$ cat src/hw/rtl/tecm_pkg.sv
// Shared types and constants of the two-ended coincidence matcher.
// Used by tecm_cell, tecm_hit_calc and two_ended_coincidence_matcher.
// No dependencies.
package tecm_pkg;

   // Pending queue depth (cells in the chain)
   localparam int PENDING_DEPTH = 16;

   localparam int TIME_W     = 48;
   localparam int TOT_W      = 20;
   localparam int SUM_TOT_W  = TOT_W + 1;
   localparam int CSR_IDX_W  = 3;
   localparam int CSR_DATA_W = 24;

   // Register indexes of the configuration port
   localparam logic [CSR_IDX_W-1:0] CSR_MATCH_WINDOW   = 3'd0;
   localparam logic [CSR_IDX_W-1:0] CSR_TOF_ADJUST     = 3'd1;
   localparam logic [CSR_IDX_W-1:0] CSR_LIGHT_VELOCITY = 3'd2;
   localparam logic [CSR_IDX_W-1:0] CSR_TOT_GAIN       = 3'd3;
   localparam logic [CSR_IDX_W-1:0] CSR_TOT_OFFSET     = 3'd4;

   // Q8.16 unity gain
   localparam logic [23:0] TOT_GAIN_RESET = 24'd65536;

   // Operation broadcast to every cell of the chain
   typedef enum logic [2:0] {
      CELL_HOLD     = 3'd0,
      CELL_EVAL     = 3'd1,  // clear entries at or past the window
      CELL_SHIFT    = 3'd2,  // close the lowest hole
      CELL_POP      = 3'd3,  // remove the head
      CELL_PUSH     = 3'd4,  // append at the first free cell
      CELL_POP_PUSH = 3'd5,  // full queue: remove head and append at the tail
      CELL_FLUSH    = 3'd6   // empty the queue
   } cell_op_type;

   typedef struct packed {
      logic              valid;
      logic [TIME_W-1:0] time_ps;
      logic [TOT_W-1:0]  tot;
   } entry_type;

   typedef struct packed {
      cell_op_type       op;
      logic [TIME_W-1:0] item_time;
      logic [TOT_W-1:0]  item_tot;
      logic [23:0]       window;
   } cell_ctrl_type;

   typedef struct packed {
      logic [23:0] match_window;
      logic [23:0] tof_adjust;
      logic [15:0] light_velocity;
      logic [23:0] tot_gain;
      logic [23:0] tot_offset;
   } cfg_type;

   // Operands of one matched pair
   typedef struct packed {
      logic [TIME_W-1:0]    ta;
      logic [TIME_W-1:0]    tb;
      logic [SUM_TOT_W-1:0] sum_tot;
   } pair_type;

endpackage

$ cat src/hw/rtl/tecm_hit_calc.sv
// Hit arithmetic pipeline: mean time, end time difference, calibrated TOT and
// axial position of one matched pair, with an output register on rsp_.
// Depends on tecm_pkg.
module tecm_hit_calc (
   input  logic                      clock,
   input  logic                      reset,
   input  tecm_pkg::cfg_type         cfg,
   input  logic                      pair_valid,
   input  tecm_pkg::pair_type        pair,
   output logic                      pair_ready,
   output logic                      rsp_valid,
   input  logic                      rsp_ready,
   output logic signed [48:0]        rsp_hit_time,
   output logic signed [24:0]        rsp_end_time_difference,
   output logic signed [31:0]        rsp_hit_tot,
   output logic signed [31:0]        rsp_axial_position
);

   // stage valids and readiness
   logic a_valid_ff, b_valid_ff, c_valid_ff, out_valid_ff;
   logic a_ready, b_ready, c_ready, out_ready;

   tecm_pkg::pair_type a_ff;

   logic [48:0]                    b_time_ff, b_time_in;
   logic [24:0]                    b_diff_ff, b_diff_in;
   logic [tecm_pkg::SUM_TOT_W-1:0] b_sum_tot_ff;

   logic [48:0]        c_time_ff;
   logic [24:0]        c_diff_ff;
   logic [44:0]        c_tot_prod_ff, c_tot_prod_in;
   logic signed [41:0] c_pos_prod_ff, c_pos_prod_in;

   logic [48:0] out_time_ff;
   logic [24:0] out_diff_ff;
   logic [31:0] out_tot_ff, out_tot_in;
   logic [31:0] out_pos_ff, out_pos_in;

   logic [48:0]        sum_t;
   logic [47:0]        mean_t;
   logic signed [49:0] time_wide;
   logic [48:0]        diff_wide;
   logic [27:0]        tot_shift;
   logic [32:0]        pos_shift;

   assign out_ready  = ~out_valid_ff | rsp_ready;
   assign c_ready    = ~c_valid_ff | out_ready;
   assign b_ready    = ~b_valid_ff | c_ready;
   assign a_ready    = ~a_valid_ff | b_ready;
   assign pair_ready = a_ready;

   // Mean time minus TOF correction, and B minus A, both saturated
   always_comb begin
      sum_t     = {1'b0, a_ff.ta} + {1'b0, a_ff.tb};
      mean_t    = sum_t[48:1];
      time_wide = $signed({2'b00, mean_t}) - $signed({{26{cfg.tof_adjust[23]}},
                                                      cfg.tof_adjust});
      if (time_wide[49] != time_wide[48]) begin
         b_time_in = time_wide[49] ? {1'b1, 48'b0} : {1'b0, {48{1'b1}}};
      end else begin
         b_time_in = time_wide[48:0];
      end
      diff_wide = {1'b0, a_ff.tb} - {1'b0, a_ff.ta};
      if ((&diff_wide[48:24]) || !(|diff_wide[48:24])) begin
         b_diff_in = diff_wide[24:0];
      end else begin
         b_diff_in = diff_wide[48] ? {1'b1, 24'b0} : {1'b0, {24{1'b1}}};
      end
   end

   // Products, each registered before use
   assign c_tot_prod_in = b_sum_tot_ff * cfg.tot_gain;
   assign c_pos_prod_in = $signed(b_diff_ff) * $signed({1'b0, cfg.light_velocity});

   // Scale down, add offset, saturate position
   always_comb begin
      tot_shift  = c_tot_prod_ff[44:17];
      // 28-bit unsigned plus 24-bit signed always fits in 32 bits
      out_tot_in = 32'($signed({4'b0, tot_shift})
                       + $signed({{8{cfg.tot_offset[23]}}, cfg.tot_offset}));
      pos_shift  = c_pos_prod_ff[41:9];
      if (pos_shift[32] != pos_shift[31]) begin
         out_pos_in = pos_shift[32] ? {1'b1, 31'b0} : {1'b0, {31{1'b1}}};
      end else begin
         out_pos_in = pos_shift[31:0];
      end
   end

   // Advance stage valids
   always_ff @(posedge clock) begin
      if (reset) begin
         a_valid_ff   <= 1'b0;
         b_valid_ff   <= 1'b0;
         c_valid_ff   <= 1'b0;
         out_valid_ff <= 1'b0;
      end else begin
         if (a_ready) begin
            a_valid_ff <= pair_valid;
         end
         if (b_ready) begin
            b_valid_ff <= a_valid_ff;
         end
         if (c_ready) begin
            c_valid_ff <= b_valid_ff;
         end
         if (out_ready) begin
            out_valid_ff <= c_valid_ff;
         end
      end
   end

   // Advance stage payloads
   always_ff @(posedge clock) begin
      if (a_ready) begin
         a_ff <= pair;
      end
      if (b_ready) begin
         b_time_ff    <= b_time_in;
         b_diff_ff    <= b_diff_in;
         b_sum_tot_ff <= a_ff.sum_tot;
      end
      if (c_ready) begin
         c_time_ff     <= b_time_ff;
         c_diff_ff     <= b_diff_ff;
         c_tot_prod_ff <= c_tot_prod_in;
         c_pos_prod_ff <= c_pos_prod_in;
      end
      if (out_ready) begin
         out_time_ff <= c_time_ff;
         out_diff_ff <= c_diff_ff;
         out_tot_ff  <= out_tot_in;
         out_pos_ff  <= out_pos_in;
      end
   end

   assign rsp_valid               = out_valid_ff;
   assign rsp_hit_time            = $signed(out_time_ff);
   assign rsp_end_time_difference = $signed(out_diff_ff);
   assign rsp_hit_tot             = $signed(out_tot_ff);
   assign rsp_axial_position      = $signed(out_pos_ff);

endmodule
$ cat config.mk
export PLATFORM = sky130hd
export DESIGN_NAME = tecm_hit_calc
export DESIGN_NICKNAME = d
export VERILOG_FILES = /design/src/hw/rtl/tecm_pkg.sv /design/src/hw/rtl/tecm_hit_calc.sv
export SDC_FILE = /design/constraint.sdc
export NUM_CORES = 2
export LEC_CHECK = 0
export ABC_AREA = 1
export BUFFER_PORTS_ARGS = -buffer_cell sky130_fd_sc_hd__buf_2
export CAP_MARGIN = 10
export CORE_ASPECT_RATIO = 0.9
export CORE_MARGIN = 2
export CORE_UTILIZATION = 50
export DETAILED_ROUTE_END_ITERATION = 8
export GPL_ROUTABILITY_DRIVEN = 0
export PLACE_DENSITY = 0.75
export REMOVE_ABC_BUFFERS = 1
export SYNTH_ARGS = -nofsm -noshare
export SYNTH_HDL_FRONTEND = slang
export SYNTH_SLANG_ARGS = --single-unit
$ cat constraint.sdc
create_clock -name clock -period 14 [get_ports clock]
set_input_delay 1.4 -clock clock [delete_from_list [all_inputs] [get_ports clock]]
set_output_delay 1.4 -clock clock [all_outputs]
set_load 0.01 [all_outputs]
[Word-level counts from Yosys, hierarchy flattened]
Index checks and enable logic that the tools add are counted.
Storage, ports and cells
  output and inout bits: 140
  word-level logic and storage cells: 44
  bits in registers: 515
Operators by class
  $add $sub $neg: 4
  eq/ne operators: 2
  reduce and logical (&&, ||, !) cells: 4
  bitwise gates (word level): 8
  multipliers: 2
  multiplexer cells: 6
Operator list (count)
  2-to-1 mux 49 bit: 2
  2-to-1 mux 32 bit: 2
  2-to-1 mux 25 bit: 2
  subtractor 49 x 24 -> 50 bit: 1
  adder 48 x 48 -> 49 bit: 1
  subtractor 48 x 48 -> 49 bit: 1
  multiplier 21 x 24 -> 45 bit: 1
  multiplier 25 x 17 -> 42 bit: 1
  adder 29 x 24 -> 30 bit: 1
  AND reduction 25 bit: 1
  OR reduction 25 bit: 1
  NOT 1 bit: 4
  bitwise OR 1 bit: 4
  != test 1 bit: 2
  logical NOT 1 bit: 1
  logical OR 1 bit: 1

[Logic depth before layout (Yosys ltp)]
  depth in word-level cells: 5
  mapped depth: 29

[Worst setup path before layout]
Ideal clock, no wire load.
  path type: input to output
  from: input rsp_ready
  to: output pair_ready
  slack: 2879 ps
  buffers on the path: 0
  arrival: 9721 ps
  stages: 6
  cell sequence: nor2_1 -> inv_1 -> nor2_1 -> inv_1 -> nor2_1 -> nand2_1
Between the ends
  cells in the longest elaborated chain, start to end: 4
Ends and longest elaborated chain
  start: declaration: RTL line tecm_hit_calc.sv:12  | input logic rsp_ready,
  bitwise OR 1 bit: RTL line tecm_hit_calc.sv:46  | assign out_ready = ~out_valid_ff | rsp_ready;
  net out_ready: RTL line tecm_hit_calc.sv:21  | logic a_ready, b_ready, c_ready, out_ready;
  bitwise OR 1 bit: RTL line tecm_hit_calc.sv:47  | assign c_ready = ~c_valid_ff | out_ready;
  net c_ready: RTL line tecm_hit_calc.sv:21
  bitwise OR 1 bit: RTL line tecm_hit_calc.sv:48  | assign b_ready = ~b_valid_ff | c_ready;
  bitwise OR 1 bit: RTL line tecm_hit_calc.sv:49  | assign a_ready = ~a_valid_ff | b_ready;
  end: declaration: RTL line tecm_hit_calc.sv:10  | output logic pair_ready,
The timed path passes the listed nets, and every way through them passes these cells.

[Worst setup path after layout]
  from: input cfg[35] (netlist bit)
  to: register c_tot_prod_ff[42], data pin
Between the ends
  cells in the longest elaborated chain, start to end: 1
Ends and longest elaborated chain
  start: declaration: RTL line tecm_hit_calc.sv:7  | input tecm_pkg::cfg_type cfg,
  multiplier 21 x 24 -> 45 bit: RTL line tecm_hit_calc.sv:72  | assign c_tot_prod_in = b_sum_tot_ff * cfg.tot_gain;
  net c_tot_prod_in[42]: RTL line tecm_hit_calc.sv:31  | logic [44:0] c_tot_prod_ff, c_tot_prod_in;
  end signal: assignment: RTL line tecm_hit_calc.sv:125  | c_tot_prod_ff <= c_tot_prod_in;
  end: declaration: RTL line tecm_hit_calc.sv:31
The timed path passes the listed nets, and every way through them passes these cells.
A chain may end at the register's enable or synchronous reset.

==> run metrics <==
Placed Cells=between 9000 and 10000; final worst-path cycle share=52.12%; GR peak layer=met2; measured slew at the worst slew-check pin=1099 ps; vias post-DR=~48000; final wirelength=approximately 160000 um; Synth top area share=26.93%; initial antenna violation count=10; core box area=about 120000 um^2; clk_skew=~53 ps; row count=between 100 and 150; Crit. End Element=flip-flop; Yosys cell types=51; total gr overflow=0; Inserted Clock Buffers=51; yosys warns=0; achievable frequency=~140 MHz; CTS root buf=clkbuf_16; mapped cell area=between 50000 and 60000 um^2; die footprint=between 100000 and 150000 um^2; worst-case clock buffer depth=3; number of top-level pins=373; final hold viol count=0; fin cells=9120; TritonCTS clock tree=built; Via density=roughly 5.3; Area growth syn-to-layout=7.581%; Area contributors post-synth=fa_1 27%, edfxtp_1 24%, inv_1 12%; layout cell share with drive strength beyond 1=6.732%; die width=between 300 and 400 um; clk sinks=487; fraction of registers with async set/reset=0%; detailed-route wire length per cell=17.54 um; first-pass GRT wire length=255200 um; largest family of logic cells by synthesized area=adder cells; DRT antenna net count=0; die height=332.6 um; GR met3 Demand/Resource=5.582%; synthesized flop and latch total=487; leading cell type in the layout, fill and taps excluded=inv_1; commonest cells after routing, fill and taps aside=1913 x inv_1, 1897 x nand2_1, 807 x fa_1; Slew Viols, Final=0; hpwl dp=128600 um; First-pass DRT Iterations=7; Initial Utilization=50.39%; max cap viols=0; post-synthesis adder-cell area fraction=35.88%; leading area contributor after synthesis=fa_1; All-Layer GR Usage=26.27%; clock slew at reported path FFs=80 ps; largest net degree at the start of global routing=74; Hold Buf Count CTS=0; Synth Area in XOR/XNOR=3.110%; # DRC=0; CP Class=input port to flip-flop; Post-synth EDFFs=483; startpoint type of the worst setup path=input port; Post-CTS Resized=0; RSZ-0062 raised after global routing=no; met2 GRT Util=a little over two fifths; cells after synthesis=7308; Seq/Total Area, Yosys=24.31%; Post-Route Setup TNS=0 ps; Initial DRC Count=4492; Main synth FF type=edfxtp_1; crit path time final=7297 ps; setup bufs post-CTS=0; outcome=finished clean; mux contribution to synthesized area=0%; WP data required=14500 ps; setup violators final=0; post-synthesis compound-gate area fraction=6.031%; post-synthesis simple-gate area fraction=between 10% and 20%; Syn Area/Cell=8.209 um^2; Worst Path Max Fanout=21; htree depth=2; Clock Latency Late Sink=660 ps; Layout Nets=~9000; arrival time worst endpoint=7790 ps; GRT met1 Usage=35.92%; PortBufs=between 300 and 400; Slew headroom=about a quarter; vias in the first global route=approximately 49000; min-delay worst type=flip-flop to flip-flop
[cell families (layout without fill, tap and decap cells)]
group / count (synthesis) / count (layout)
and+or+nand+nor: 2538 / 2538
other: 0 / 3
adders and majority gates: 1236 / 1236
buffers and inverters: 2177 / 2400
AOI/OAI and AO/OA: 657 / 657
DFF: 487 / 487
xor gates and xnor gates: 213 / 213
[path summary, 6_finish.rpt]
check                  startpoint                     endpoint  slack (ps)  depth (start not counted)
setup reg to reg  b_sum_tot_ff[4]            c_tot_prod_ff[42]        6840                         23
hold / removal      c_diff_ff[15]  rsp_end_time_difference[15]         390                          0
setup / recovery          cfg[35]            c_tot_prod_ff[42]        6700                         22
hold reg to reg     c_diff_ff[15]  rsp_end_time_difference[15]         390                          0
[final cells by class]
cell class                      instances  area [um^2]
Antenna cell                            3        7.507
Clock buffer                           61         1335
Clock inverter                         35        361.6
Fill cell                           10660        54520
Inverter                             1927         7246
Multi-Input combinational cell       4644        37060
Sequential cell                       487        14580
Tap cell                             1586         1984
Timing Repair Buffer                  377         1959
[critical path, stage by stage]
cell and delay (ps):
buf_2 420, nand2_1 170, fa_1 530, fa_1 530
fa_1 530, inv_1 60, fa_1 560, fa_1 430
fa_1 550, inv_1 70, fa_1 480, inv_1 50
ha_1 360, nand2_1 140, nor2_1 160, nand4_1 90
o21ai_0 580, nand3_1 130, nand2_1 190, nand3_1 100
nand2_1 80, xor2_1 180
[sequential cells by signal, summed over array words and instances (netlist names), 21 cells and up]
| name | cells |
|---|---|
| rsp_hit_time | 49 |
| rsp_axial_position | 32 |
| a_ff | 117 |
| c_diff_ff | 25 |
| c_tot_prod_ff | 28 |
| b_time_ff | 49 |
| b_sum_tot_ff | 21 |
| rsp_hit_tot | 30 |
| c_time_ff | 49 |
| rsp_end_time_difference | 25 |
| b_diff_ff | 25 |
| c_pos_prod_ff | 33 |
[routing by layer]
| layer | wire [um] | part of all wire [%] |
|---|---|---|
| met1 | 64710 | 40 |
| met2 | 73390 | 46 |
| met3 | 17010 | 11 |
| met4 | 4836 | 3.0 |
| met5 | 27 | 0.017 |
[cells in the mapped netlist, types with 2 or more instances]
library cell and number:
a211oi_1 3, a21boi_0 8, a21o_1 19, a21oi_1 332
a21oi_2 2, a221oi_1 6, a311oi_1 2, a31oi_1 37
and2_1 2, and3_1 2, buf_1 4, buf_2 20
buf_4 25, buf_6 7, clkbuf_1 193, clkinv_1 2
dfxtp_1 4, edfxtp_1 483, fa_1 807, ha_1 429
inv_1 1916, inv_2 9, nand2_1 1898, nand2_2 10
nand3_1 133, nand3_2 4, nand3b_1 5, nand4_1 42
nor2_1 362, nor2_2 16, nor3_1 40, nor4_1 18
o211ai_1 14, o21a_1 20, o21ai_0 180, o21ai_1 3
o21bai_1 23, o31ai_1 3, or2_2 2, xnor2_1 56
xor2_1 157
[through the flow]
stage / hold WS (ps) / setup slack (ps) / util, % / instance area (um^2)
floorplan: 400.3 / 2879 / - / 58870
detailed placement: 404.5 / 6078 / 52.78 / 62840
global route: 409.1 / 6274 / 54.21 / 64540
CTS: 391.0 / 6774 / 54.20 / 64530
global placement: 401.3 / 6097 / 52.78 / 62840
finish: 388.2 / 6703 / 54.21 / 64540
Power is left out: the tool's default activity adds up to more than one toggle a clock period on the data nets, which glitch-free logic cannot reach.
