--- config.mk ---
export PLATFORM = sky130hd
export DESIGN_NAME = tecm_cell
export DESIGN_NICKNAME = d
export VERILOG_FILES = /design/src/hw/rtl/tecm_pkg.sv /design/src/hw/rtl/tecm_cell.sv
export SDC_FILE = /design/constraint.sdc
export NUM_CORES = 1
export LEC_CHECK = 0
export BUFFER_PORTS_ARGS = -buffer_cell sky130_fd_sc_hd__buf_4
export CAP_MARGIN = 20
export CELL_PAD_IN_SITES_DETAIL_PLACEMENT = 1
export CELL_PAD_IN_SITES_GLOBAL_PLACEMENT = 1
export CORE_MARGIN = 2
export CORE_UTILIZATION = 41
export DETAILED_ROUTE_END_ITERATION = 8
export PLACE_DENSITY = 0.93
export SLEW_MARGIN = 20
export SYNTH_ARGS = -nofsm -noshare
export SYNTH_HDL_FRONTEND = slang
export SYNTH_SLANG_ARGS = --single-unit
export TNS_END_PERCENT = 1
--- constraint.sdc ---
create_clock -name clock -period 11.8 [get_ports clock]
set_clock_uncertainty 0.05 [all_clocks]
set_input_delay 0 -clock clock [delete_from_list [all_inputs] [get_ports clock]]
set_output_delay 0 -clock clock [all_outputs]
set_load 0.005 [all_outputs]
--- src/hw/rtl/tecm_pkg.sv ---
// Shared types and constants of the two-ended coincidence matcher.
// Used by tecm_cell, tecm_hit_calc and two_ended_coincidence_matcher.
// No dependencies.
package tecm_pkg;

   // Pending queue depth (cells in the chain)
   localparam int PENDING_DEPTH = 16;

   localparam int TIME_W     = 48;
   localparam int TOT_W      = 20;
   localparam int SUM_TOT_W  = TOT_W + 1;
   localparam int CSR_IDX_W  = 3;
   localparam int CSR_DATA_W = 24;

   // Register indexes of the configuration port
   localparam logic [CSR_IDX_W-1:0] CSR_MATCH_WINDOW   = 3'd0;
   localparam logic [CSR_IDX_W-1:0] CSR_TOF_ADJUST     = 3'd1;
   localparam logic [CSR_IDX_W-1:0] CSR_LIGHT_VELOCITY = 3'd2;
   localparam logic [CSR_IDX_W-1:0] CSR_TOT_GAIN       = 3'd3;
   localparam logic [CSR_IDX_W-1:0] CSR_TOT_OFFSET     = 3'd4;

   // Q8.16 unity gain
   localparam logic [23:0] TOT_GAIN_RESET = 24'd65536;

   // Operation broadcast to every cell of the chain
   typedef enum logic [2:0] {
      CELL_HOLD     = 3'd0,
      CELL_EVAL     = 3'd1,  // clear entries at or past the window
      CELL_SHIFT    = 3'd2,  // close the lowest hole
      CELL_POP      = 3'd3,  // remove the head
      CELL_PUSH     = 3'd4,  // append at the first free cell
      CELL_POP_PUSH = 3'd5,  // full queue: remove head and append at the tail
      CELL_FLUSH    = 3'd6   // empty the queue
   } cell_op_type;

   typedef struct packed {
      logic              valid;
      logic [TIME_W-1:0] time_ps;
      logic [TOT_W-1:0]  tot;
   } entry_type;

   typedef struct packed {
      cell_op_type       op;
      logic [TIME_W-1:0] item_time;
      logic [TOT_W-1:0]  item_tot;
      logic [23:0]       window;
   } cell_ctrl_type;

   typedef struct packed {
      logic [23:0] match_window;
      logic [23:0] tof_adjust;
      logic [15:0] light_velocity;
      logic [23:0] tot_gain;
      logic [23:0] tot_offset;
   } cfg_type;

   // Operands of one matched pair
   typedef struct packed {
      logic [TIME_W-1:0]    ta;
      logic [TIME_W-1:0]    tb;
      logic [SUM_TOT_W-1:0] sum_tot;
   } pair_type;

endpackage

--- src/hw/rtl/tecm_cell.sv ---
// One cell of the pending-signal chain: holds one queue entry, checks its age
// and hands its entry to the lower neighbor on shift, pop and pop-push.
// Depends on tecm_pkg.
module tecm_cell (
   input  logic                   clock,
   input  logic                   reset,
   input  tecm_pkg::cell_ctrl_type ctrl,
   input  tecm_pkg::entry_type    upper,
   input  logic                   lower_valid,
   input  logic                   hole_in,
   output tecm_pkg::entry_type    entry,
   output logic                   hole_out,
   output logic                   misplaced
);

   logic                        valid_ff, valid_in;
   logic [tecm_pkg::TIME_W-1:0] time_ff, time_in;
   logic [tecm_pkg::TOT_W-1:0]  tot_ff, tot_in;
   logic signed [tecm_pkg::TIME_W:0] age;
   logic                        keep;

   // Age against the arriving signal; a negative age stays inside the window
   assign age  = $signed({1'b0, ctrl.item_time}) - $signed({1'b0, time_ff});
   assign keep = age[tecm_pkg::TIME_W]
                 | (age[tecm_pkg::TIME_W-1:0] < {24'b0, ctrl.window});

   // Hole at or below this cell; a valid entry above a hole must move down
   assign hole_out  = hole_in | ~valid_ff;
   assign misplaced = valid_ff & hole_in;

   // Select next entry
   always_comb begin
      valid_in = valid_ff;
      time_in  = time_ff;
      tot_in   = tot_ff;
      unique case (ctrl.op)
         tecm_pkg::CELL_HOLD: begin
         end
         tecm_pkg::CELL_EVAL: begin
            valid_in = valid_ff & keep;
         end
         tecm_pkg::CELL_SHIFT: begin
            if (hole_out) begin
               valid_in = upper.valid;
               time_in  = upper.time_ps;
               tot_in   = upper.tot;
            end
         end
         tecm_pkg::CELL_POP: begin
            valid_in = upper.valid;
            time_in  = upper.time_ps;
            tot_in   = upper.tot;
         end
         tecm_pkg::CELL_PUSH: begin
            if (!valid_ff && lower_valid) begin
               valid_in = 1'b1;
               time_in  = ctrl.item_time;
               tot_in   = ctrl.item_tot;
            end
         end
         tecm_pkg::CELL_POP_PUSH: begin
            // only the tail cell sees an empty upper neighbor on a full queue
            if (upper.valid) begin
               valid_in = 1'b1;
               time_in  = upper.time_ps;
               tot_in   = upper.tot;
            end else begin
               valid_in = 1'b1;
               time_in  = ctrl.item_time;
               tot_in   = ctrl.item_tot;
            end
         end
         tecm_pkg::CELL_FLUSH: begin
            valid_in = 1'b0;
         end
         default: begin
         end
      endcase
   end

   always_ff @(posedge clock) begin
      if (reset) begin
         valid_ff <= 1'b0;
      end else begin
         valid_ff <= valid_in;
      end
   end

   always_ff @(posedge clock) begin
      time_ff <= time_in;
      tot_ff  <= tot_in;
   end

   assign entry = {valid_ff, time_ff, tot_ff};

endmodule

Word level (Yosys, flattened, before mapping)
Index checks and enable logic that the tools add are counted.
- bits in registers: 69
- output and inout bits: 71
- input port bits: 168
- word-level logic and storage cells: 35
- reductions and logical operators: 6
- add/subtract/negate cells: 1
- bitwise operators: 5
- equal/unequal tests: 8
- magnitude comparators: 1
- muxes and demuxes: 11
- operator list (kind ; count):
    $pmux 48 s4 ; 1
    $mux 48 ; 3
    $pmux 20 s4 ; 1
    $mux 20 ; 3
    $sub 48x48->49 ; 1
    $lt 48x24->1 ; 1
    $eq 3x3->1 const B ; 3
    $eq 3x2->1 const B ; 2
    $pmux 1 s6 ; 1
    $reduce_and 3->1 ; 2
    $reduce_bool 6->1 ; 1
    $ne 2x2->1 const B ; 2
    $reduce_bool 4->1 ; 1
    $eq 3x1->1 const B ; 1
    $and 1x1->1 ; 2
    $mux 1 ; 2
    $or 1x1->1 ; 2
    $logic_and 1x1->1 ; 1
    $logic_not 1->1 ; 1
    $not 1->1 ; 1

Logic depth before layout (Yosys ltp)
Gate-level depths: netlist (run 1).
- depth after elaboration: 5
- gate-level depth with buffers: 23

Worst setup path after synthesis (run 1)
OpenSTA, ideal clock, no wires.
- path type: register to register
- start: register time_ff[8] in the netlist's numbering
- end: register valid_ff
- data required time: 11.692 ns
- stages on the path, launching flop included: 23
- data arrival time: 4.511 ns
- period minus slack after synthesis: 4.619 ns
- setup time: 0.058 ns
- slack: 7.181 ns
- cell sequence: edfxtp_1 inv_1 ha_1 buf_4 nand2_1 o21a_1 or4_4 nand3_1 a21oi_1 o41ai_1 xor2_1 ha_1 nand4_1 nor2_1 a22oi_1 o21ai_0 or4_4 a2111oi_4 o2111ai_1 nor4b_2 nand4b_1 nor4_1 or2_1
- cells in the longest elaborated chain, start to end: 5
- RTL lines (element ; RTL line ; RTL):
    start, declared ; tecm_cell.sv:17 ; logic [tecm_pkg::TIME_W-1:0] time_ff, time_in;
    start signal, assigned ; tecm_cell.sv:90 ; time_ff <= time_in;
    $sub 48x48->49 (*) ; tecm_cell.sv:23 ; assign age = $signed({1'b0, ctrl.item_time}) - $signed({1'b0, time_ff});
    $lt 48x24->1 ; tecm_cell.sv:25 ; | (age[tecm_pkg::TIME_W-1:0] < {24'b0, ctrl.window});
    $or 1x1->1 (*) ; tecm_cell.sv:25 ;
    $and 1x1->1 (*) ; tecm_cell.sv:40 ; valid_in = valid_ff & keep;
    $pmux 1 s6 (*) ; tecm_cell.sv:36 ; unique case (ctrl.op)
    end signal, assigned ; tecm_cell.sv:85 ; valid_ff <= valid_in;
    end, declared ; tecm_cell.sv:16 ; logic valid_ff, valid_in;
Every way passes the cells marked *; elsewhere a longest branch is shown, timed or not.
A chain may end at the register's enable or synchronous reset.

Worst setup path after layout (run 1)
Ends and elaborated chain as after synthesis.

==> summary.md, run 1 <==
Run status
• run status: finished clean

Routing
• post-DR wirelength/cell: 24.11 um
• Initial DRC Count: 698
• Detailed Routing Iterations Pass 1: 5
• via total after detailed routing: 8290
• vias per inst: 6.038
• Detailed Route WL: 33.11 mm
• Post-DRT Antenna Nets: 0
• post-detailed-route DRC marker count: 0

Final layout
• net count of the finished layout: 1390
• area used by multi-input combinational logic: 4314 um2
• ant diodes: 0
• Fillers: 1890
• sequential standard cell area: 2062 um2
• growth of design area from synthesis to finish: 51.30%
• post-layout instance count excluding filler cells: 1373
• share of cells above drive strength 1: 24.80%

GRT
• maximum number of pins on one net before global-route repair: 69
• most utilized layer in the global route result: met2
• global routing usage on met3: 7.029%
• vias in the first global route: 9133
• Congestion Overflow GR: 0
• met1 Track Usage GR: 38.99%
• combined global-route utilization of all metal layers: 36.73%
• global-route wire length before repair: 50.89 mm
• initial antenna violation count: 0
• met2 usage: 66.32%

Setup path
• Max Fanout on Critical Path: 7
• critical path startpoint: time_ff[8]$_DFFE_PP_
• Worst setup endpoint: valid_ff$_SDFFE_PP0P_
• worst flop-to-flop path startpoint: time_ff[8]$_DFFE_PP_
• data arrival time at the worst-slack endpoint: 5.68 ns
• path depth of the worst reg2reg path: 21
• launching element type of the critical path: register
• worst reg2reg setup slack: 6.37 ns
• required time reported for the critical path endpoint: 12.05 ns
• WS Path Type: reg2reg
• kind of end point of the critical path: register
• destination of the worst register-to-register timing path: valid_ff$_SDFFE_PP0P_

Placement
• RePlAce Congestion: 0.9526
• cell count after placement: 1220
• total half-perimeter wirelength after legalization and detailed placement: 19.52 mm
• input/output buffers: 238

Synth
• count of flip-flops with a built-in enable after synthesis: 68
• Synth Instances: 799
• asr flop ratio synth: 0%
• flop and latch count out of synthesis: 69
• share of Yosys cell area claimed by the top area cell type: 29.52%
• Syn. warnings: 0
• Net Count, Synth: 1041
• top_reg_cell synth: sky130_fd_sc_hd__edfxtp_1
• total standard cell area after synthesis: 6917 um2
• Mapped Avg Cell Area: 8.657 um2
• ranking of synthesized cells by area: sky130_fd_sc_hd__edfxtp_1 (30%), sky130_fd_sc_hd__ha_1 (13%), sky130_fd_sc_hd__a22o_1 (8.6%), sky130_fd_sc_hd__a21oi_1 (5.3%), sky130_fd_sc_hd__inv_1 (4.7%)
• Unique masters post-synth: 74
• portion of the post-synthesis area used by sequential elements: 29.81%
• biggest area consumer among synthesized cells: sky130_fd_sc_hd__edfxtp_1

Clock tree
• clock net sink count: 69
• number of buffers created by CTS: 9
• Max Buffers Root-to-Sink: 2
• Worst-path clk slew: 0.08 ns
• clock latency at the later pin of the worst-skew pair: 0.37 ns
• CTS Root Buffer Type: sky130_fd_sc_hd__clkbuf_16
• post-CTS setup-driven buffer insertion count: 0
• CTS tree: built
• H-tree levels: 3

Floorplan
• area of the die: 17930 um2
• initial cell density of the core: 41.86%
• site row count: 47
• Die Span Y: 133.9 um
• floorplan die width: 133.9 um
• top-level I/O count: 239
• Std-Cell Core Area: 16520 um2

Power
• total power divided by cell area: 113.2 nW/um2
• leak pwr: 4.716 nW
• clock network fraction of design power: 25.1%
• internal power summed over all cells: 0.0007215 W
• part of the total power dissipated in combinational logic: 47.9%
• power spent charging and discharging nets: 0.0004632 W
• relative contribution of sequential cells to total power: 27.0%
• Net Sw Frac: 39.10%
• Peak supply drop: 0.07733 mV

STA
• number of pins with negative max-slew slack in the final report: 0
• final critical-path required period: 5.430 ns
• period utilization: 46.01%
• total of endpoints with negative setup slack in the final report: 0
• transition at the pin with the smallest max-transition slack: 0.8540 ns
• unrepaired setup endpoints after global routing: no
• maximum frequency from static timing analysis: 184.2 MHz
• final sum of negative setup slack: 0 ns
• Final Hold Vio Count: 0
• relative slew slack: 42.93%

Job
• count of maximum capacitance violations: 0

Hold path
• Hold WC Path Type: in2reg

## worst max-delay path, stage by stage (launching register included)
cell and delay, ns:
sky130_fd_sc_hd__edfxtp_1 0.36, sky130_fd_sc_hd__inv_1 0.09, sky130_fd_sc_hd__ha_1 0.48, sky130_fd_sc_hd__nand2_1 0.11, sky130_fd_sc_hd__o21a_1 0.25, sky130_fd_sc_hd__or4_4 0.54
sky130_fd_sc_hd__nand3_1 0.08, sky130_fd_sc_hd__a21oi_1 0.09, sky130_fd_sc_hd__o41ai_1 0.56, sky130_fd_sc_hd__xor2_1 0.21, sky130_fd_sc_hd__ha_1 0.27, sky130_fd_sc_hd__nand4_1 0.15
sky130_fd_sc_hd__nor2_1 0.08, sky130_fd_sc_hd__a22oi_1 0.16, sky130_fd_sc_hd__o21ai_0 0.12, sky130_fd_sc_hd__or4_4 0.54, sky130_fd_sc_hd__a2111oi_4 0.28, sky130_fd_sc_hd__o2111ai_1 0.17
sky130_fd_sc_hd__nor4b_2 0.26, sky130_fd_sc_hd__nand4b_1 0.13, sky130_fd_sc_hd__nor4_1 0.22, sky130_fd_sc_hd__or2_1 0.14
## how the worst min path moves through the flow
stage / from / end / slack [ns] / cells past startpoint
3_3_place_gp: hole_in / hole_out / 0.23 / 3
2_1_floorplan: hole_in / hole_out / 0.04 / 1
4_1_cts: upper[68] / valid_ff$_SDFFE_PP0P_ / 0.22 / 6
6_report: ctrl[94] / tot_ff[0]$_DFFE_PP_ / 0.25 / 3
5_1_grt: hole_in / hole_out / 0.28 / 3
3_5_place_dp: ctrl[28] / tot_ff[4]$_DFFE_PP_ / 0.24 / 2
## cell usage after synthesis, types with 3 or more instances
library cell                number
sky130_fd_sc_hd__a21o_1         13
sky130_fd_sc_hd__a2111oi_0       3
sky130_fd_sc_hd__buf_2          10
sky130_fd_sc_hd__o22ai_1         3
sky130_fd_sc_hd__nor2_1         53
sky130_fd_sc_hd__nand3_1        15
sky130_fd_sc_hd__nor3_1         13
sky130_fd_sc_hd__nand2_1        65
sky130_fd_sc_hd__ha_1           73
sky130_fd_sc_hd__a31oi_1         7
sky130_fd_sc_hd__o21ai_0        37
sky130_fd_sc_hd__mux2i_1         4
sky130_fd_sc_hd__o21a_1         15
sky130_fd_sc_hd__o21bai_1        6
sky130_fd_sc_hd__and3_1          6
sky130_fd_sc_hd__or4_1           3
sky130_fd_sc_hd__o21ai_1         6
sky130_fd_sc_hd__nor2b_1         3
sky130_fd_sc_hd__nand4_1        22
sky130_fd_sc_hd__xor2_1         12
sky130_fd_sc_hd__o211ai_1       13
sky130_fd_sc_hd__nor4_1          4
sky130_fd_sc_hd__a211oi_1        9
sky130_fd_sc_hd__a22o_1         68
sky130_fd_sc_hd__buf_6           6
sky130_fd_sc_hd__o31a_1          4
sky130_fd_sc_hd__nand3b_1        4
sky130_fd_sc_hd__a21oi_1        73
sky130_fd_sc_hd__edfxtp_1       68
sky130_fd_sc_hd__inv_1          87
sky130_fd_sc_hd__clkbuf_1       19
sky130_fd_sc_hd__xnor2_1        17
sky130_fd_sc_hd__o311ai_0        3
## cells by family (layout without fill, tap and decap cells)
kind of cell               after synthesis  in the layout  synth area share (%)
and+or+nand+nor                        212            212                 15.41
buffers and inverters                  127            481                 8.122
AOI/OAI and AO/OA                      284            284                 28.91
adders and majority gates               74             74                 13.50
xor gates and xnor gates                29             29                 3.672
muxes                                    4              4                0.5789
DFF                                     69             69                 29.81
## layout make-up
| cell class | count | area share [%] |
|---|---|---|
| sequential | 69 | 19.70 |
| tap | 220 | 2.630 |
| inverter | 87 | 3.121 |
| clock inverter | 7 | 0.7771 |
| clock buffer | 9 | 2.152 |
| multi-input combinational | 603 | 41.22 |
| timing repair buffer | 378 | 30.39 |
## per-stage QoR
stage / hold WS (ns) / worst slack, ns / instance area [um2] / power, W / util (%)
after CTS: 0.2185 / 6.544 / 10470 / 0.001137 / 63.33
after global placement: 0.2285 / 6.929 / 8787 / 0.0007841 / 53.18
after global routing: 0.2814 / 6.027 / 10470 / 0.001237 / 63.33
after floorplan: 0.04070 / 7.181 / 6917 / 0.0006295 / -
final: 0.2534 / 6.370 / 10470 / 0.001185 / 63.33
after detailed placement: 0.2438 / 6.592 / 8787 / 0.0008022 / 53.18
## per-layer routing
metal  up-vias  wire [um]
li1       3690          -
met1      3966      12040
met2       483      16700
met3       151       2192
met4         0       2175
met5         -          0
## power groups by stage
stage | sequential (W) | combinational (W) | clock [W]
after floorplan | 0.000323 | 0.000307 | 0
after global placement | 0.000318 | 0.000466 | 0
after detailed placement | 0.000321 | 0.000482 | 0
after CTS | 0.000316 | 0.000529 | 0.000292
after global routing | 0.000322 | 0.000609 | 0.000306
final | 0.000320 | 0.000568 | 0.000297
## cells in the final DEF, fill, tap and decap left out, types with 17 or more instances in the layout
cell type and n:
sky130_fd_sc_hd__o21ai_0 37, sky130_fd_sc_hd__xnor2_1 17, sky130_fd_sc_hd__nor2_1 52, sky130_fd_sc_hd__dlygate4sd3_1 137, sky130_fd_sc_hd__inv_1 87, sky130_fd_sc_hd__buf_4 241
sky130_fd_sc_hd__nand2_1 64, sky130_fd_sc_hd__a21oi_1 72, sky130_fd_sc_hd__edfxtp_1 68, sky130_fd_sc_hd__nand4_1 22, sky130_fd_sc_hd__ha_1 73, sky130_fd_sc_hd__a22o_1 68
## sequential cells by signal, indices dropped and copies added (netlist names)
name      flops
time_ff      48
tot_ff       20
valid_ff      1
## timing repair
action                                 4_1_cts  5_1_grt
hold buffers                               137        0
endpoints found under the hold margin       69        0
gates resized for setup                      0        0
No activity file was read; power rests on OpenSTA's default activity.
==> run 2, diff against run 1 <==
--- a/config.mk
+++ b/config.mk
@@ -5,14 +5,15 @@
 export SDC_FILE = /design/constraint.sdc
 export NUM_CORES = 1
 export LEC_CHECK = 0
+export ABC_AREA = 1
 export BUFFER_PORTS_ARGS = -buffer_cell sky130_fd_sc_hd__buf_4
 export CAP_MARGIN = 20
 export CELL_PAD_IN_SITES_DETAIL_PLACEMENT = 1
 export CELL_PAD_IN_SITES_GLOBAL_PLACEMENT = 1
 export CORE_MARGIN = 2
-export CORE_UTILIZATION = 41
+export CORE_UTILIZATION = 36
 export DETAILED_ROUTE_END_ITERATION = 8
-export PLACE_DENSITY = 0.93
+export PLACE_DENSITY = 0.86
 export SLEW_MARGIN = 20
 export SYNTH_ARGS = -nofsm -noshare
 export SYNTH_HDL_FRONTEND = slang
==> constraint.sdc (replaced) <==
create_clock -name clock -period 5.6 [get_ports clock]
set_clock_uncertainty 0.05 [all_clocks]
set_input_delay 0 -clock clock [delete_from_list [all_inputs] [get_ports clock]]
set_output_delay 0 -clock clock [all_outputs]
set_load 0.005 [all_outputs]
==> run 2 against run 1 <==
Compared with the run above:
- the run now ends with hold timing left
- utilization is 11 points lower
- highest routed layer unchanged
- largest cell class unchanged
- clock power is 120% higher
- non-clock buffer count is 34 lower
- sequential power is 110% higher
- sequential share of layout area is 1.8 points lower
==> summary.md, run 2 <==
Synth
• ranking of synthesized cells by instance count: sky130_fd_sc_hd__inv_1 (397), sky130_fd_sc_hd__nand2_1 (371), sky130_fd_sc_hd__nor2_1 (79)
• share of Yosys cell area claimed by the top area cell type: 25.51%, -4.0 points
• most frequently used cell type in the post-synthesis netlist: sky130_fd_sc_hd__inv_1
• Synth Instances: 1294, +62%
• biggest area consumer among synthesized cells: sky130_fd_sc_hd__edfxtp_1
• top_reg_cell synth: sky130_fd_sc_hd__edfxtp_1
• Unique masters post-synth: 38, -49%
• flop and latch count out of synthesis: 69, unchanged
• Syn. warnings: 0, unchanged
• ranking of synthesized cells by area: sky130_fd_sc_hd__edfxtp_1 (26%), sky130_fd_sc_hd__inv_1 (19%), sky130_fd_sc_hd__nand2_1 (17%), sky130_fd_sc_hd__ha_1 (11%), sky130_fd_sc_hd__o22ai_1 (5.3%)
• Mapped Avg Cell Area: 6.186 um2, -29%
• count of flip-flops with a built-in enable after synthesis: 68, unchanged
• asr flop ratio synth: 0%, unchanged
• Net Count, Synth: 1536, +48%
• total standard cell area after synthesis: 8005 um2, +16%
• portion of the post-synthesis area used by sequential elements: 25.76%, -4.1 points

Setup path
• data arrival time at the worst-slack endpoint: 4.07 ns, -1.61 ns
• worst reg2reg setup slack: 1.76 ns, -4.61 ns
• kind of end point of the critical path: register
• required time reported for the critical path endpoint: 5.84 ns, -6.21 ns
• Max Fanout on Critical Path: 4, -3
• WS Path Type: reg2reg
• launching element type of the critical path: register

Floorplan
• top-level I/O count: 239, unchanged
• Die Span Y: 153.1 um, +14%
• Std-Cell Core Area: 21820 um2, +32%
• area of the die: 23450 um2, +31%
• site row count: 54, +15%
• initial cell density of the core: 36.68%, -5.2 points
• floorplan die width: 153.1 um, +14%

Clock tree
• Max Buffers Root-to-Sink: 2, unchanged
• number of buffers created by CTS: 9, unchanged
• CTS Root Buffer Type: sky130_fd_sc_hd__clkbuf_16
• H-tree levels: 3, unchanged
• CTS tree: built
• clock net sink count: 69, unchanged
• post-CTS setup-driven buffer insertion count: 0, unchanged
• number of gates resized after cts: 0, unchanged
• clock latency at the later pin of the worst-skew pair: 0.35 ns, -0.02 ns
• total of hold buffers inserted after clock tree synthesis: 103, -25%
• Worst-path clk slew: 0.07 ns, about the same

Routing
• Post-DRT Antenna Nets: 0, unchanged
• Initial DRC Count: 546, -22%
• vias per inst: 5.023, -17%
• post-DR wirelength/cell: 18.67 um, -23%
• Detailed Routing Iterations Pass 1: 5, unchanged
• Detailed Route WL: 35.82 mm, +8.2%
• post-detailed-route DRC marker count: 0, unchanged
• via total after detailed routing: 9639, +16%

Power
• Peak supply drop: 0.1650 mV, +110%
• Design Power: 0.002528 W, +110%
• total power divided by cell area: 220.1 nW/um2, +94%
• leak pwr: 6.625 nW, +40%

Placement
• total half-perimeter wirelength after legalization and detailed placement: 24.77 mm, +27%
• Place WS: 1.911 ns, -4.682 ns
• input/output buffers: 238, unchanged
• RePlAce Congestion: 0.8974, -5.8%

STA
• total of endpoints with negative setup slack in the final report: 0, unchanged
• final sum of negative setup slack: 0 ns, unchanged
• Hold WS: -0.02856 ns, -0.2820 ns
• smallest setup slack after layout: 1.764 ns, -4.606 ns
• unrepaired setup endpoints after global routing: no
• transition at the pin with the smallest max-transition slack: 0.9668 ns, +0.1128 ns
• period utilization: 68.50%, +22 points
• maximum frequency from static timing analysis: 260.7 MHz, +42%
• Final Hold Vio Count: 2, +2
• number of pins with negative max-slew slack in the final report: 0, unchanged
• final critical-path required period: 3.836 ns, -1.594 ns
• relative slew slack: 35.55%, -7.4 points

Final layout
• leading cell types in the layout, fill and taps excluded: sky130_fd_sc_hd__inv_1 (397), sky130_fd_sc_hd__nand2_1 (371), sky130_fd_sc_hd__buf_4 (241)
• growth of design area from synthesis to finish: 43.48%
• share of cells above drive strength 1: 18.36%, -6.4 points
• utilization of the core after routing: 52.63%, -11 points
• register with the highest flop count: time_ff
• net count of the finished layout: 1876, +35%
• ant diodes: 0, unchanged
• commonest non-fill, non-tap cell in the layout: sky130_fd_sc_hd__inv_1
• Largest register FFs: 48, unchanged
• largest registers: time_ff (48), tot_ff (20), valid_ff (1)

GRT
• Congestion Overflow GR: 0, unchanged
• vias in the first global route: 10650, +17%
• combined global-route utilization of all metal layers: 30.10%, -6.6 points
• maximum number of pins on one net before global-route repair: 69, unchanged
• global-route wire length before repair: 55.99 mm, +10%
• initial antenna violation count: 0, unchanged

Job
• count of maximum capacitance violations: 0, unchanged

Hold path
• Hold WC Path Type: in2reg

Run status
• run status: finished with violations
• failing checks: hold timing

run 2: cell types whose count changed after synthesis, sizes merged, moves of 15 or more:
cell,change
xnor2,-15
nor2,+43
nand3,+36
buf,-16
inv,+317
o22ai,+65
o21a,-15
o21ai,-27
nand4,-16
a21oi,-17
nand2,+316
a22o,-68
run 2: power breakdown:
part | switching (W) | internal (W)
combinational | 0.000733 | 0.000483
clock | 0.000253 | 0.000392
sequential | 0.0000307 | 0.000637
total | 0.00102 | 0.00151
run 2: critical path, cell delays in order (launching register included):
cell	delay (ns)
sky130_fd_sc_hd__edfxtp_1	0.42
sky130_fd_sc_hd__inv_1	0.06
sky130_fd_sc_hd__ha_1	0.42
sky130_fd_sc_hd__nand2_1	0.13
sky130_fd_sc_hd__nand2_1	0.19
sky130_fd_sc_hd__inv_1	0.06
sky130_fd_sc_hd__nand2_1	0.10
sky130_fd_sc_hd__nand2_1	0.06
sky130_fd_sc_hd__nand2_1	0.09
sky130_fd_sc_hd__inv_1	0.05
sky130_fd_sc_hd__nand2_1	0.17
sky130_fd_sc_hd__xor2_1	0.25
sky130_fd_sc_hd__ha_1	0.29
sky130_fd_sc_hd__a21oi_1	0.15
sky130_fd_sc_hd__o21ai_0	0.11
sky130_fd_sc_hd__a21oi_1	0.14
sky130_fd_sc_hd__nand4_1	0.11
sky130_fd_sc_hd__nor2_1	0.10
sky130_fd_sc_hd__nand3_1	0.08
sky130_fd_sc_hd__nor2_1	0.14
sky130_fd_sc_hd__nand2_1	0.07
sky130_fd_sc_hd__nand2_1	0.15
sky130_fd_sc_hd__nand2_1	0.08
sky130_fd_sc_hd__nand2_1	0.07
sky130_fd_sc_hd__nand2_1	0.08
sky130_fd_sc_hd__a21oi_2	0.12
run 2: worst paths after layout:
path / startpoint / endpoint / depth (start not counted)
setup / recovery: time_ff[14]$_DFFE_PP_ / valid_ff$_SDFFE_PP0P_ / 25
hold / removal: upper[41] / time_ff[21]$_DFFE_PP_ / 3
setup reg to reg: time_ff[14]$_DFFE_PP_ / valid_ff$_SDFFE_PP0P_ / 25
hold reg to reg: valid_ff$_SDFFE_PP0P_ / valid_ff$_SDFFE_PP0P_ / 2
run 2: final cells by class:
| class | count | area [um2] |
|---|---|---|
| tap | 280 | 350.3 |
| multi-input combinational | 806 | 4394 |
| sequential | 69 | 2062 |
| clock buffer | 9 | 225.2 |
| fill | 2914 | 10340 |
| timing repair buffer | 344 | 2840 |
| inverter | 404 | 1516 |
| clock inverter | 7 | 97.59 |
run 2: kinds of logic (layout without fill, tap and decap cells):
| family | count (synthesis) | in the layout | share of synthesized area [%] |
|---|---|---|---|
| AO/OA/AOI/OAI | 159 | 159 | 11.60 |
| XOR/XNOR | 23 | 23 | 2.516 |
| adder cells (fa/ha/maj) | 74 | 74 | 11.66 |
| buffers and inverters | 419 | 764 | 19.69 |
| flip-flops | 69 | 69 | 25.76 |
| AND/OR/NAND/NOR | 550 | 550 | 28.77 |
run 2: metrics by stage:
step           cell area [um2]  instances  hold WS [ns]
4_1_cts                  11490       1919    0.00001196
6_report                 11490       1919      -0.02856
2_1_floorplan             8005       1294       0.01244
5_1_grt                  11490       1919       0.01122
3_3_place_gp             10130       1800        0.1090
3_5_place_dp             10130       1800        0.1167
run 2: layer usage:
metal / global-route usage, % / vias to the layer above / wire, um
met3: 4.196 / 96 / 1812
met4: 12.61 / 0 / 1441
met2: 53.10 / 318 / 17610
li1: - / 4634 / -
met1: 36.67 / 4591 / 14960
met5: 0 / - / 0
